==> src/rtl/nps_pkg.sv <==
// ----------------------------------------------------------------------------
// nps_pkg
// Shared types and constants for the monophonic note priority stack.
// ----------------------------------------------------------------------------
package nps_pkg;

   localparam int STACK_DEPTH = 64;
   localparam int ADDR_W      = $clog2(STACK_DEPTH);
   localparam int NOTE_W      = 7;
   localparam int VEL_W       = 7;
   localparam int ACT_W       = 2;

   typedef enum logic [ACT_W-1:0] {
      ACT_VOICE_ON  = 2'd0,
      ACT_VOICE_OFF = 2'd1,
      ACT_LEGATO    = 2'd2
   } action_type;

   typedef enum logic [0:0] {
      OP_NOTE_ON  = 1'b0,
      OP_NOTE_OFF = 1'b1
   } op_type;

   typedef enum logic [3:0] {
      ST_IDLE   = 4'b0001,
      ST_SEARCH = 4'b0010,
      ST_SHIFT  = 4'b0100,
      ST_EMIT   = 4'b1000
   } state_type;

endpackage

==> src/rtl/nps_ram.sv <==
// ----------------------------------------------------------------------------
// nps_ram
// Generic single-clock RAM: one write port, one read port, registered read.
// ----------------------------------------------------------------------------
module nps_ram #(
   parameter int WIDTH = 8,
   parameter int DEPTH = 64
) (
   input  logic                     clock,
   input  logic                     wr_en,
   input  logic [$clog2(DEPTH)-1:0] wr_addr,
   input  logic [WIDTH-1:0]         wr_data,
   input  logic [$clog2(DEPTH)-1:0] rd_addr,
   output logic [WIDTH-1:0]         rd_data
);

   logic [WIDTH-1:0] mem_ff [DEPTH];
   logic [WIDTH-1:0] rd_data_ff;

   always_ff @(posedge clock) begin
      if (wr_en) begin
         mem_ff[wr_addr] <= wr_data;
      end
      rd_data_ff <= mem_ff[rd_addr];
   end

   assign rd_data = rd_data_ff;

endmodule

==> src/rtl/mono_note_priority_stack_top.sv <==
// ----------------------------------------------------------------------------
// mono_note_priority_stack_top
// Last-note-priority held-note stack driving a monophonic voice.
// ----------------------------------------------------------------------------
// Usage:
//   The req channel carries note events (op, note, velocity). A note-on with
//   nonzero velocity pushes the note and returns a voice-on beat. A note-off
//   with at most one key held returns voice-off; releasing the top note returns a
//   legato retrigger of the note below it; releasing a deeper note removes it
//   silently. Events that return nothing simply complete.
//   The rsp channel carries (action, voice_note) beats from an output
//   register; a stalled beat holds until taken.
//   A note-on, or a note-off with at most one key held, is taken without a
//   stall; its beat goes straight to the output register when that is free,
//   else it waits in the staging register. A note-off with more keys held
//   walks the stack RAM one entry per cycle through its single read port
//   and keeps req_stall high until it has searched up to a lower match and
//   shifted the rest down, ended in a legato beat, or found that the note
//   is not held at all. req_stall is also high while a result waits in the
//   staging register for a stalled output.
//   Reset clears the held count and the handshake state; the stack RAM is not
//   cleared, entries are written before they are read.
// ----------------------------------------------------------------------------
module mono_note_priority_stack_top (
   input  logic                       clock,
   input  logic                       reset,
   input  logic                       req_valid,
   output logic                       req_stall,
   input  logic                       req_op,
   input  logic [nps_pkg::NOTE_W-1:0] req_note,
   input  logic [nps_pkg::VEL_W-1:0]  req_velocity,
   output logic                       rsp_valid,
   input  logic                       rsp_stall,
   output logic [nps_pkg::ACT_W-1:0]  rsp_action,
   output logic [nps_pkg::NOTE_W-1:0] rsp_voice_note
);

   import nps_pkg::*;

   state_type         state_ff, state_in;
   logic [ADDR_W-1:0] cnt_ff, cnt_in;
   logic [ADDR_W-1:0] addr_ff, addr_in;
   logic [ADDR_W-1:0] chk_ff, chk_in;
   logic              chk_vld_ff, chk_vld_in;
   logic [NOTE_W-1:0] note_ff, note_in;
   logic [NOTE_W-1:0] prev_ff, prev_in;
   action_type        pend_act_ff, pend_act_in;
   logic [NOTE_W-1:0] pend_note_ff, pend_note_in;

   logic              rsp_valid_ff, rsp_valid_in;
   action_type        rsp_action_ff, rsp_action_in;
   logic [NOTE_W-1:0] rsp_note_ff, rsp_note_in;

   logic              wr_en;
   logic [ADDR_W-1:0] wr_addr;
   logic [NOTE_W-1:0] wr_data;
   logic [ADDR_W-1:0] rd_addr;
   logic [NOTE_W-1:0] rd_data;

   logic              accept;
   logic              out_free;
   logic              load;
   action_type        load_act;
   logic [NOTE_W-1:0] load_note;
   logic              match;

   nps_ram #(
      .WIDTH(NOTE_W),
      .DEPTH(STACK_DEPTH)
   ) u_ram (
      .clock  (clock),
      .wr_en  (wr_en),
      .wr_addr(wr_addr),
      .wr_data(wr_data),
      .rd_addr(rd_addr),
      .rd_data(rd_data)
   );

   assign req_stall = (state_ff != ST_IDLE);
   assign accept    = req_valid && !req_stall;
   assign out_free  = !rsp_valid_ff || !rsp_stall;
   assign match     = (rd_data == note_ff);
   assign rd_addr   = addr_ff;

   always_comb begin
      state_in     = state_ff;
      cnt_in       = cnt_ff;
      addr_in      = addr_ff;
      chk_in       = chk_ff;
      chk_vld_in   = chk_vld_ff;
      note_in      = note_ff;
      prev_in      = prev_ff;
      pend_act_in  = pend_act_ff;
      pend_note_in = pend_note_ff;
      wr_en        = 1'b0;
      wr_addr      = cnt_ff;
      wr_data      = req_note;
      load         = 1'b0;
      load_act     = ACT_VOICE_ON;
      load_note    = '0;

      case (state_ff)
         ST_IDLE: begin
            if (accept) begin
               if (req_op == OP_NOTE_ON) begin
                  if (req_velocity != '0) begin
                     wr_en = 1'b1;
                     if (cnt_ff != ADDR_W'(STACK_DEPTH - 1)) begin
                        cnt_in = cnt_ff + ADDR_W'(1);
                     end
                     load_act  = ACT_VOICE_ON;
                     load_note = req_note;
                     load      = 1'b1;
                  end
               end else if (cnt_ff <= ADDR_W'(1)) begin
                  cnt_in    = '0;
                  load_act  = ACT_VOICE_OFF;
                  load_note = '0;
                  load      = 1'b1;
               end else begin
                  cnt_in     = cnt_ff - ADDR_W'(1);
                  note_in    = req_note;
                  addr_in    = '0;
                  chk_vld_in = 1'b0;
                  state_in   = ST_SEARCH;
               end
               // park the result when the output register is still held
               if (load && !out_free) begin
                  load         = 1'b0;
                  pend_act_in  = load_act;
                  pend_note_in = load_note;
                  state_in     = ST_EMIT;
               end
            end
         end

         ST_SEARCH: begin
            // advance the read pointer; data for chk_ff is on rd_data
            addr_in    = addr_ff + ADDR_W'(1);
            chk_in     = addr_ff;
            chk_vld_in = 1'b1;
            if (chk_vld_ff) begin
               prev_in = rd_data;
               if (chk_ff != cnt_ff) begin
                  if (match) begin
                     addr_in    = chk_ff + ADDR_W'(1);
                     chk_vld_in = 1'b0;
                     state_in   = ST_SHIFT;
                  end
               end else if (match) begin
                  pend_act_in  = ACT_LEGATO;
                  pend_note_in = prev_ff;
                  state_in     = ST_EMIT;
               end else begin
                  state_in = ST_IDLE;
               end
            end
         end

         ST_SHIFT: begin
            // copy entry k down to k-1, one per cycle, up to the count
            addr_in    = addr_ff + ADDR_W'(1);
            chk_in     = addr_ff;
            chk_vld_in = 1'b1;
            if (chk_vld_ff) begin
               wr_en   = 1'b1;
               wr_addr = chk_ff - ADDR_W'(1);
               wr_data = rd_data;
               if (chk_ff == cnt_ff) begin
                  state_in = ST_IDLE;
               end
            end
         end

         ST_EMIT: begin
            if (out_free) begin
               load_act  = pend_act_ff;
               load_note = pend_note_ff;
               load      = 1'b1;
               state_in  = ST_IDLE;
            end
         end

         default: begin
            state_in = ST_IDLE;
         end
      endcase
   end

   always_comb begin
      rsp_valid_in  = rsp_valid_ff && !out_free;
      rsp_action_in = rsp_action_ff;
      rsp_note_in   = rsp_note_ff;
      if (load) begin
         rsp_valid_in  = 1'b1;
         rsp_action_in = load_act;
         rsp_note_in   = load_note;
      end
   end

   always_ff @(posedge clock) begin
      if (reset) begin
         state_ff     <= ST_IDLE;
         cnt_ff       <= '0;
         chk_vld_ff   <= 1'b0;
         rsp_valid_ff <= 1'b0;
      end else begin
         state_ff     <= state_in;
         cnt_ff       <= cnt_in;
         chk_vld_ff   <= chk_vld_in;
         rsp_valid_ff <= rsp_valid_in;
      end
   end

   always_ff @(posedge clock) begin
      addr_ff       <= addr_in;
      chk_ff        <= chk_in;
      note_ff       <= note_in;
      prev_ff       <= prev_in;
      pend_act_ff   <= pend_act_in;
      pend_note_ff  <= pend_note_in;
      rsp_action_ff <= rsp_action_in;
      rsp_note_ff   <= rsp_note_in;
   end

   assign rsp_valid      = rsp_valid_ff;
   assign rsp_action     = rsp_action_ff;
   assign rsp_voice_note = rsp_note_ff;

endmodule
==> config.mk <==
export PLATFORM = sky130hd
export DESIGN_NAME = mono_note_priority_stack_top
export DESIGN_NICKNAME = d
export VERILOG_FILES = /design/src/rtl/nps_pkg.sv /design/src/rtl/nps_ram.sv /design/src/rtl/mono_note_priority_stack_top.sv
export SDC_FILE = /design/constraint.sdc
export NUM_CORES = 1
export LEC_CHECK = 0
export BUFFER_PORTS_ARGS = -buffer_cell sky130_fd_sc_hd__buf_2
export CORE_MARGIN = 1.5
export CORE_UTILIZATION = 45
export DETAILED_ROUTE_END_ITERATION = 10
export PLACE_DENSITY = 0.71
export SYNTH_ARGS = -nofsm -noshare
export SYNTH_HDL_FRONTEND = slang
export SYNTH_SLANG_ARGS = --single-unit
==> constraint.sdc <==
create_clock -name clock -period 5.06 [get_ports clock]
set_input_delay 1.012 -clock clock [delete_from_list [all_inputs] [get_ports clock]]
set_output_delay 1.012 -clock clock [all_outputs]
set_load 0.02 [all_outputs]
==> impl_results.md, run 1 <==
- Status: finished, final reports clean
- Routed via count: 10900
- Worst-Margin Slew: 1.09 ns
- Top-count cell post-synth: edfxtp_1
- CP cell instances: clkinv_1, or4_1, o31ai_1, nand2_1, nor2_1
- Synth Area in Adders: 0.00362
- FMAX: 276 MHz
- Min Tclk post-route: 3.62 ns
- Buf/Inv on CP: 1
- DRT iter0 DRCs: roughly 1500
- CTS resizes: 0
- Chip height: 218 µm
- Finish-stage setup viols: 0
- Post-DP HPWL: about 27000 µm
- CP Capture Type: flip-flop
- Period utilisation layout: 0.715
- Final Hold Violating Endpoints: 0
- Yosys reg bits: 511
- CP delay by family, top: simple AND/OR/NAND/NOR gates
- Mapped Area: 20700 µm²
- # nets final: 1204
- Setup bufs post-CTS: 0
- Post-layout instance area: 23000 µm²
- Register-to-Register Path Depth: 5
- Setup TNS: 0 ns
- Hold crit path type: reg2reg
- Initial antenna violation count: 0
- Int Power: approximately 7 mW
- Reg power frac: 0.510
- Reg-to-Reg Start: chk_vld_ff$_SDFFE_PP0P_
- Critical Path End: u_ram.mem_ff[30][6]$_DFFE_PP_
- Syn Area/Cell: approximately 18 µm²
- Pleak: between 7 and 8 nW
- Unrepaired setup endpoints after global routing: false
- Port bufs: 29
- CP Class: reg2reg
- 1st-pass router iterations: 5
- Total chip power: 9.53 mW
- Mux share of post-synthesis cell area: 0.127
- Synth area leader: edfxtp_1
- Final non-filler cell total: between 1500 and 2000
- Vias in the first global route: 10700
- Nature of the critical path startpoint: flip-flop
- Power Dens Cells: just over 400 nW/µm²
- Syn Inst Count: about 1200
- Post-DP Area: approximately 21000 µm²
- Core ar.: 45400 µm²
- Synth Area in Compound Gates: 0.0552
- Synth top area cells: edfxtp_1 71%, mux4_2 11%, dfxtp_1 1.8%, a22oi_1 1.7%, mux2i_1 1.7%
- Hold path startpoint: u_ram.rd_data[5]$_DFF_P_
- Largest net degree at the start of global routing: 133
- Top cell type's share of synthesized area: 0.713
- Reg-to-reg slack, setup: 1.44 ns
- Post-synthesis simple-gate area fraction: 0.0559
- Total stage count of the critical path: 5
- Drt total wl: 46400 µm
- Post-synth cell types: 61
- # clock sinks: 511
- Ys flop type: edfxtp_1
- Pins Over Slew Limit: 0
- DRC viols: 0
- Root Driver: clkbuf_16
- Critical Path Max Stage Delay: 0.69 ns
- Arr. time, crit path: about 3.8 ns
- Synth Area in XOR/XNOR: 0.0106
- Clk Latency, worst-skew pair: 0.59 ns
- DP Cell Count: 1728
- Yosys Warn Count: 0
- Die Wd: 218 µm
- Fillcell total: 3574
- Maximum vdd drop: roughly 240 µV
- Remaining Overflow, GRT: 0
- H-tree levels: 2
- Post-Syn Nets: 1187
- Die ar.: around 47000 µm²
- Clock power share: 0.369
- CP Max Fanout: 16
- Clock transition at path regs: 0.07 ns
- Sw Ratio: 0.248
- Capturing point of the worst reg2reg path: u_ram.mem_ff[30][6]$_DFFE_PP_
- Area growth syn-to-layout: 10.8%
- Antenna Nets Post-Route: 0
- Hold_buf cts: 0
- Switching pwr: 2.36 mW
- Rel. slew slack: 0.276
- Vias per cell: 6.02
- Synth async-reset ratio: 0
- Clk_skew: 0.0148 ns
- Share of layout cells above drive strength 1: 0.184
- RD Place Congestion: around 0.87
- Top Ports: 30
- ANT cells: 0
- FP Rows: 78
- Largest family of logic cells by synthesized area: multiplexers
- Post-synth EDFFs: 492
- Maximum buffer depth of the clock tree: 3
- CTS tree: done
- CP startpoint: chk_vld_ff$_SDFFE_PP0P_
- Seq/Total Area, Yosys: 0.731
- Maxcap violations: 0
- CTS buffer count: 49
- CP Data Required Time: 5.28 ns
- WL per Instance: between 20 and 30 µm
- All-Layer GR Usage: 0.198
- Initial Util: 0.457
- Hold WS: 0.499 ns
- List of most frequent post-synthesis cells: 492 x edfxtp_1, 98 x mux4_2, 87 x nor2_1, 61 x nand2_1, 48 x a22oi_1
- CP max-delay cell: nand2_1
- First-pass GRT wire length: 68700 µm
- Logic pwr share: 0.121
[layout by cell type, fill, tap and decap left out, types with 4 or more instances in the layout]
master      netlist  routed
mux2_2            6       6
ha_1              6       6
nand3_1          27      27
a22o_1           15      15
o211a_1           4       4
a211oi_1          7       7
o21ai_0          13      13
clkbuf_1         38       6
xor2_1            8       8
mux4_2           98      98
nand4_1           8       8
inv_1            13      13
xnor2_1          17      17
nor2b_1           9       9
and2_1            7       7
clkinv_1          1      11
dfxtp_1          19      19
nor3_1            9       9
a22oi_1          48      48
o31ai_1           6       6
nor2_1           87      87
clkbuf_16         0      50
clkinvlp_4        0       5
or3_1            12      12
buf_2            22      29
o211ai_1          6       6
nand2_4           0       7
or4_1             4       4
nand2_1          61      54
buf_4             2       4
mux2i_1          35      35
a21oi_1          20      20
nor3b_1           4       4
clkinv_2          0      11
a31oi_1          12      12
edfxtp_1        492     492
[power groups by stage]
stage	sequential, mW	clock (mW)	combinational (mW)
floorplan	4.92	0	0.838
global placement	4.95	0	1.14
detailed placement	4.95	0	1.15
CTS	4.86	3.56	1.15
global route	4.87	3.73	1.24
finish	4.86	3.51	1.15
[state kept, by name, summed over array words and instances (netlist names), 7 cells and up]
name	flops
pend_note_ff	7
prev_ff	7
note_ff	7
rsp_voice_note	7
u_ram.mem_ff	448
u_ram.rd_data	7
[layer usage]
layer | vias up | part of all wire | global-route usage | routed length, µm
met2 | 509 | 0.48 | 0.314 | 22100
met5 | - | 0 | 0 | 0
met1 | 5589 | 0.41 | 0.276 | 19100
met3 | 96 | 0.078 | 0.0360 | 3620
li1 | 4727 | - | - | -
met4 | 0 | 0.034 | 0.0715 | 1580
[worst min path at each step]
stage          slack (ns)              endpoint  depth (start not counted)
6_report             0.50  prev_ff[5]$_DFFE_PP_                          0
5_1_grt              0.53  prev_ff[2]$_DFFE_PP_                          0
4_1_cts              0.50  prev_ff[5]$_DFFE_PP_                          0
3_5_place_dp         0.49  prev_ff[1]$_DFFE_PP_                          0
3_3_place_gp         0.49  prev_ff[1]$_DFFE_PP_                          0
2_1_floorplan        0.42   chk_ff[2]$_DFFE_PP_                          0
[worst reg2reg max path: cells and delay by family, from the launching register on]
kind | cells | cell delay [ns]
and+or+nand+nor | 3 | 2.00
DFF | 1 | 0.65
buffers and inverters | 1 | 0.44
AOI/OAI and AO/OA | 1 | 0.16
[kinds of logic (layout without fill, tap and decap cells)]
group,count (synthesis),count (layout)
and+or+nand+nor,243,243
AOI/OAI and AO/OA,155,155
xor gates and xnor gates,25,25
adders and majority gates,6,6
buffers and inverters,83,136
DFF,511,511
muxes,139,139
[layout make-up]
| class | count | area, µm² | share of cell area |
|---|---|---|---|
| clock buffer | 56 | 1270 | 0.0555 |
| clock inverter | 31 | 256 | 0.0112 |
| inverter | 15 | 56.3 | 0.00245 |
| multi-input combinational | 568 | 5270 | 0.230 |
| sequential | 511 | 15200 | 0.660 |
| tap | 600 | 751 | 0.0327 |
| timing repair buffer | 34 | 195 | 0.00850 |
[stage by stage]
stage                     setup WS, ns   util
after floorplan                   2.23      -
after global placement            1.41  0.472
after detailed placement          1.32  0.472
after CTS                         1.53  0.506
after global routing              1.28  0.506
final                             1.44  0.506
Note: power is estimated with default switching activity, not from simulation.
==> run 2, diff against run 1 <==
--- a/config.mk
+++ b/config.mk
@@ -9,7 +9,7 @@
 export CORE_MARGIN = 1.5
 export CORE_UTILIZATION = 45
 export DETAILED_ROUTE_END_ITERATION = 10
-export PLACE_DENSITY = 0.71
+export PLACE_DENSITY = 0.73
 export SYNTH_ARGS = -nofsm -noshare
 export SYNTH_HDL_FRONTEND = slang
 export SYNTH_SLANG_ARGS = --single-unit
==> constraint.sdc (replaced) <==
create_clock -name clock -period 2.95 [get_ports clock]
set_input_delay 0.59 -clock clock [delete_from_list [all_inputs] [get_ports clock]]
set_output_delay 0.59 -clock clock [all_outputs]
set_load 0.02 [all_outputs]
==> run 2 against run 1 <==
  * Die area is the same
  * Setup slack got worse by 1.4 ns
  * Cell count increased by 6.5%
  * First-iteration DRC count down 24%
  * Global-route usage fell by 0.61 points
  * Maximum frequency grew 24%
  * Sequential power grew 71%
  * Flip-flop and latch count unchanged
  * Core utilization increased by 2.3 points
  * Power up 74%
==> impl_results.md, run 2 (synthesis results as in run 1) <==
- Status: finished, final reports clean
- Root Driver: clkbuf_16
- Unrepaired setup endpoints after global routing: true
- Period utilisation layout: 0.991 (+0.276)
- Biggest register: u_ram.mem_ff
- CP Capture Type: flip-flop
- Clk Latency, worst-skew pair: 0.59 ns (about the same)
- Maxcap violations: 0 (unchanged)
- Largest net degree at the start of global routing: 65 (-51%)
- Max reg flops: 448 (unchanged)
- Clock transition at path regs: 0.06 ns (about the same)
- DRC viols: 0 (unchanged)
- Die Wd: 218 µm (unchanged)
- # nets final: 1318 (+9.5%)
- Final Util: 0.529 (+0.0227)
- 1st-pass router iterations: 7 (+2)
- Antenna Nets Post-Route: 0 (unchanged)
- CP Max Fanout: 7 (-9)
- Routed via count: 11100 (+1.8%)
- Min Tclk post-route: 2.92 ns (-0.694 ns)
- Maximum vdd drop: 429 µV (+80%)
- Top Ports: 30 (unchanged)
- Maximum buffer depth of the clock tree: 3 (unchanged)
- WL per Instance: 22.9 µm (-10%)
- Worst Hold Path EP: note_ff[1]$_DFFE_PP_
- Initial Util: 0.457 (unchanged)
- Hold crit path type: in2reg
- Capturing point of the worst reg2reg path: u_ram.mem_ff[41][2]$_DFFE_PP_
- H-tree levels: 2 (unchanged)
- Most frequent cells in the layout: 492 x edfxtp_1, 106 x buf_4, 98 x mux4_2
- CTS tree: done
- Finish-stage setup viols: 0 (unchanged)
- Area growth syn-to-layout: 15.8%
- Initial antenna violation count: 0 (unchanged)
- Hold WS: 0.249 ns (-0.250 ns)
- Arr. time, crit path: 3.15 ns (-0.69 ns)
- Remaining Overflow, GRT: 0 (unchanged)
- Power Dens Cells: 690 nW/µm² (+66%)
- Total chip power: 16.5 mW (+74%)
- Core ar.: 45400 µm² (unchanged)
- Chip height: 218 µm (unchanged)
- Drt total wl: 44300 µm (-4.5%)
- Hold depth: 1 (+1)
- # clock sinks: 511 (unchanged)
- Hold path startpoint: req_note[1]
- CP Data Required Time: 3.17 ns (-2.11 ns)
- Reg-to-Reg Start: chk_ff[0]$_DFFE_PP_
- Share of layout cells above drive strength 1: 0.263 (+0.0782)
- Rel. slew slack: 0.240 (-0.0361)
- Clk_skew: 0.0180 ns (+0.00327 ns)
- First-pass GRT wire length: 68100 µm (-0.83%)
- DRT iter0 DRCs: 1149 (-24%)
- All-Layer GR Usage: 0.192 (-0.00614)
- FP Rows: 78 (unchanged)
- Hold_buf cts: 0 (unchanged)
- Post-DP HPWL: 28200 µm (+2.7%)
- FMAX: 342 MHz (+24%)
- Final Hold Violating Endpoints: 0 (unchanged)
- Vias per cell: 5.75 (-4.5%)
- Worst-Margin Slew: 1.14 ns (+0.0499 ns)
- ANT cells: 0 (unchanged)
- Commonest non-fill, non-tap cell in the layout: edfxtp_1
- RD Place Congestion: 0.871 (+0.21%)
- Register-to-Register Path Depth: 5 (unchanged)
- Port bufs: 29 (unchanged)
- Die ar.: 47300 µm² (unchanged)
- Pins Over Slew Limit: 0 (unchanged)
- CTS buffer count: 50 (+2.0%)
- Nature of the critical path startpoint: flip-flop
- Pleak: 7.81 nW (+8.7%)
- Vias in the first global route: 11100 (+3.6%)
- Reg-to-reg slack, setup: 0.03 ns (-1.42 ns)
- CP Class: reg2reg
==> run 2: changes by cell type in the layout (fill, tap and decap cells not counted), moves of 2 or more <==
cell	before	now
buf_12	1	12
nand2_2	0	7
clkbuf_16	50	52
clkbuf_1	6	15
nand2_4	7	0
nor2_2	0	14
nor2_1	87	73
clkinvlp_4	5	3
clkinv_2	11	7
buf_4	4	106
==> run 2: timing repair <==
| item | CTS | global route |
|---|---|---|
| buffers inserted | 0 | 0 |
| gates resized for setup | 0 | 16 |
| setup endpoints to repair | 0 | 194 |
==> run 2: how the worst max path moves through the flow <==
| stage | from | end | slack, ns | cells after the start |
|---|---|---|---|---|
| after floorplan | chk_ff[0]$_DFFE_PP_ | u_ram.mem_ff[18][0]$_DFFE_PP_ | 0.34 | 6 |
| after global placement | chk_ff[0]$_DFFE_PP_ | u_ram.mem_ff[58][2]$_DFFE_PP_ | 0.13 | 5 |
| after detailed placement | chk_ff[0]$_DFFE_PP_ | u_ram.mem_ff[20][1]$_DFFE_PP_ | 0.02 | 5 |
| after CTS | chk_ff[0]$_DFFE_PP_ | u_ram.mem_ff[20][1]$_DFFE_PP_ | 0.01 | 5 |
| after global routing | chk_ff[0]$_DFFE_PP_ | u_ram.mem_ff[41][0]$_DFFE_PP_ | -0.07 | 5 |
| final | chk_ff[0]$_DFFE_PP_ | u_ram.mem_ff[41][2]$_DFFE_PP_ | 0.03 | 5 |
==> run 2: area by class of cell <==
class | instances | area, µm²
fillers | 3522 | 21400
flip-flops and latches | 511 | 15200
clock buffers | 68 | 1370
multi-input cells | 568 | 5280
inverters | 15 | 56.3
clock inverters | 24 | 193
well taps | 600 | 751
repair buffers | 147 | 1180
==> run 2: metrics by stage <==
step | cell area [µm²] | setup WS (ns) | instances | TNS (ns)
floorplan | 20700 | 0.340 | 1162 | 0
global placement | 22400 | 0.131 | 1841 | 0
detailed placement | 22400 | 0.0210 | 1841 | 0
CTS | 23900 | 0.0109 | 1933 | 0
global route | 24000 | -0.0681 | 1933 | -1.84
finish | 24000 | 0.0258 | 1933 | 0
==> run 2: worst max-delay path, stage by stage, from the launching register on <==
cell and delay [ns]:
edfxtp_1 0.44, or3_1 0.47, or4_1 0.48, a31oi_4 0.30
nand3_1 0.26, nor2_1 0.60
==> run 2: where the power goes <==
group          leakage, nW  internal [mW]  switching [mW]
Combinational         2.46          0.892            1.28
Sequential            4.59           8.17           0.154
Clock                0.754           3.44            2.62
==> run 2: per-layer routing <==
layer  track usage  wire length, µm
met1         0.268            18500
met2         0.306            21400
met3        0.0324             3070
met4        0.0694             1310
met5             0                0
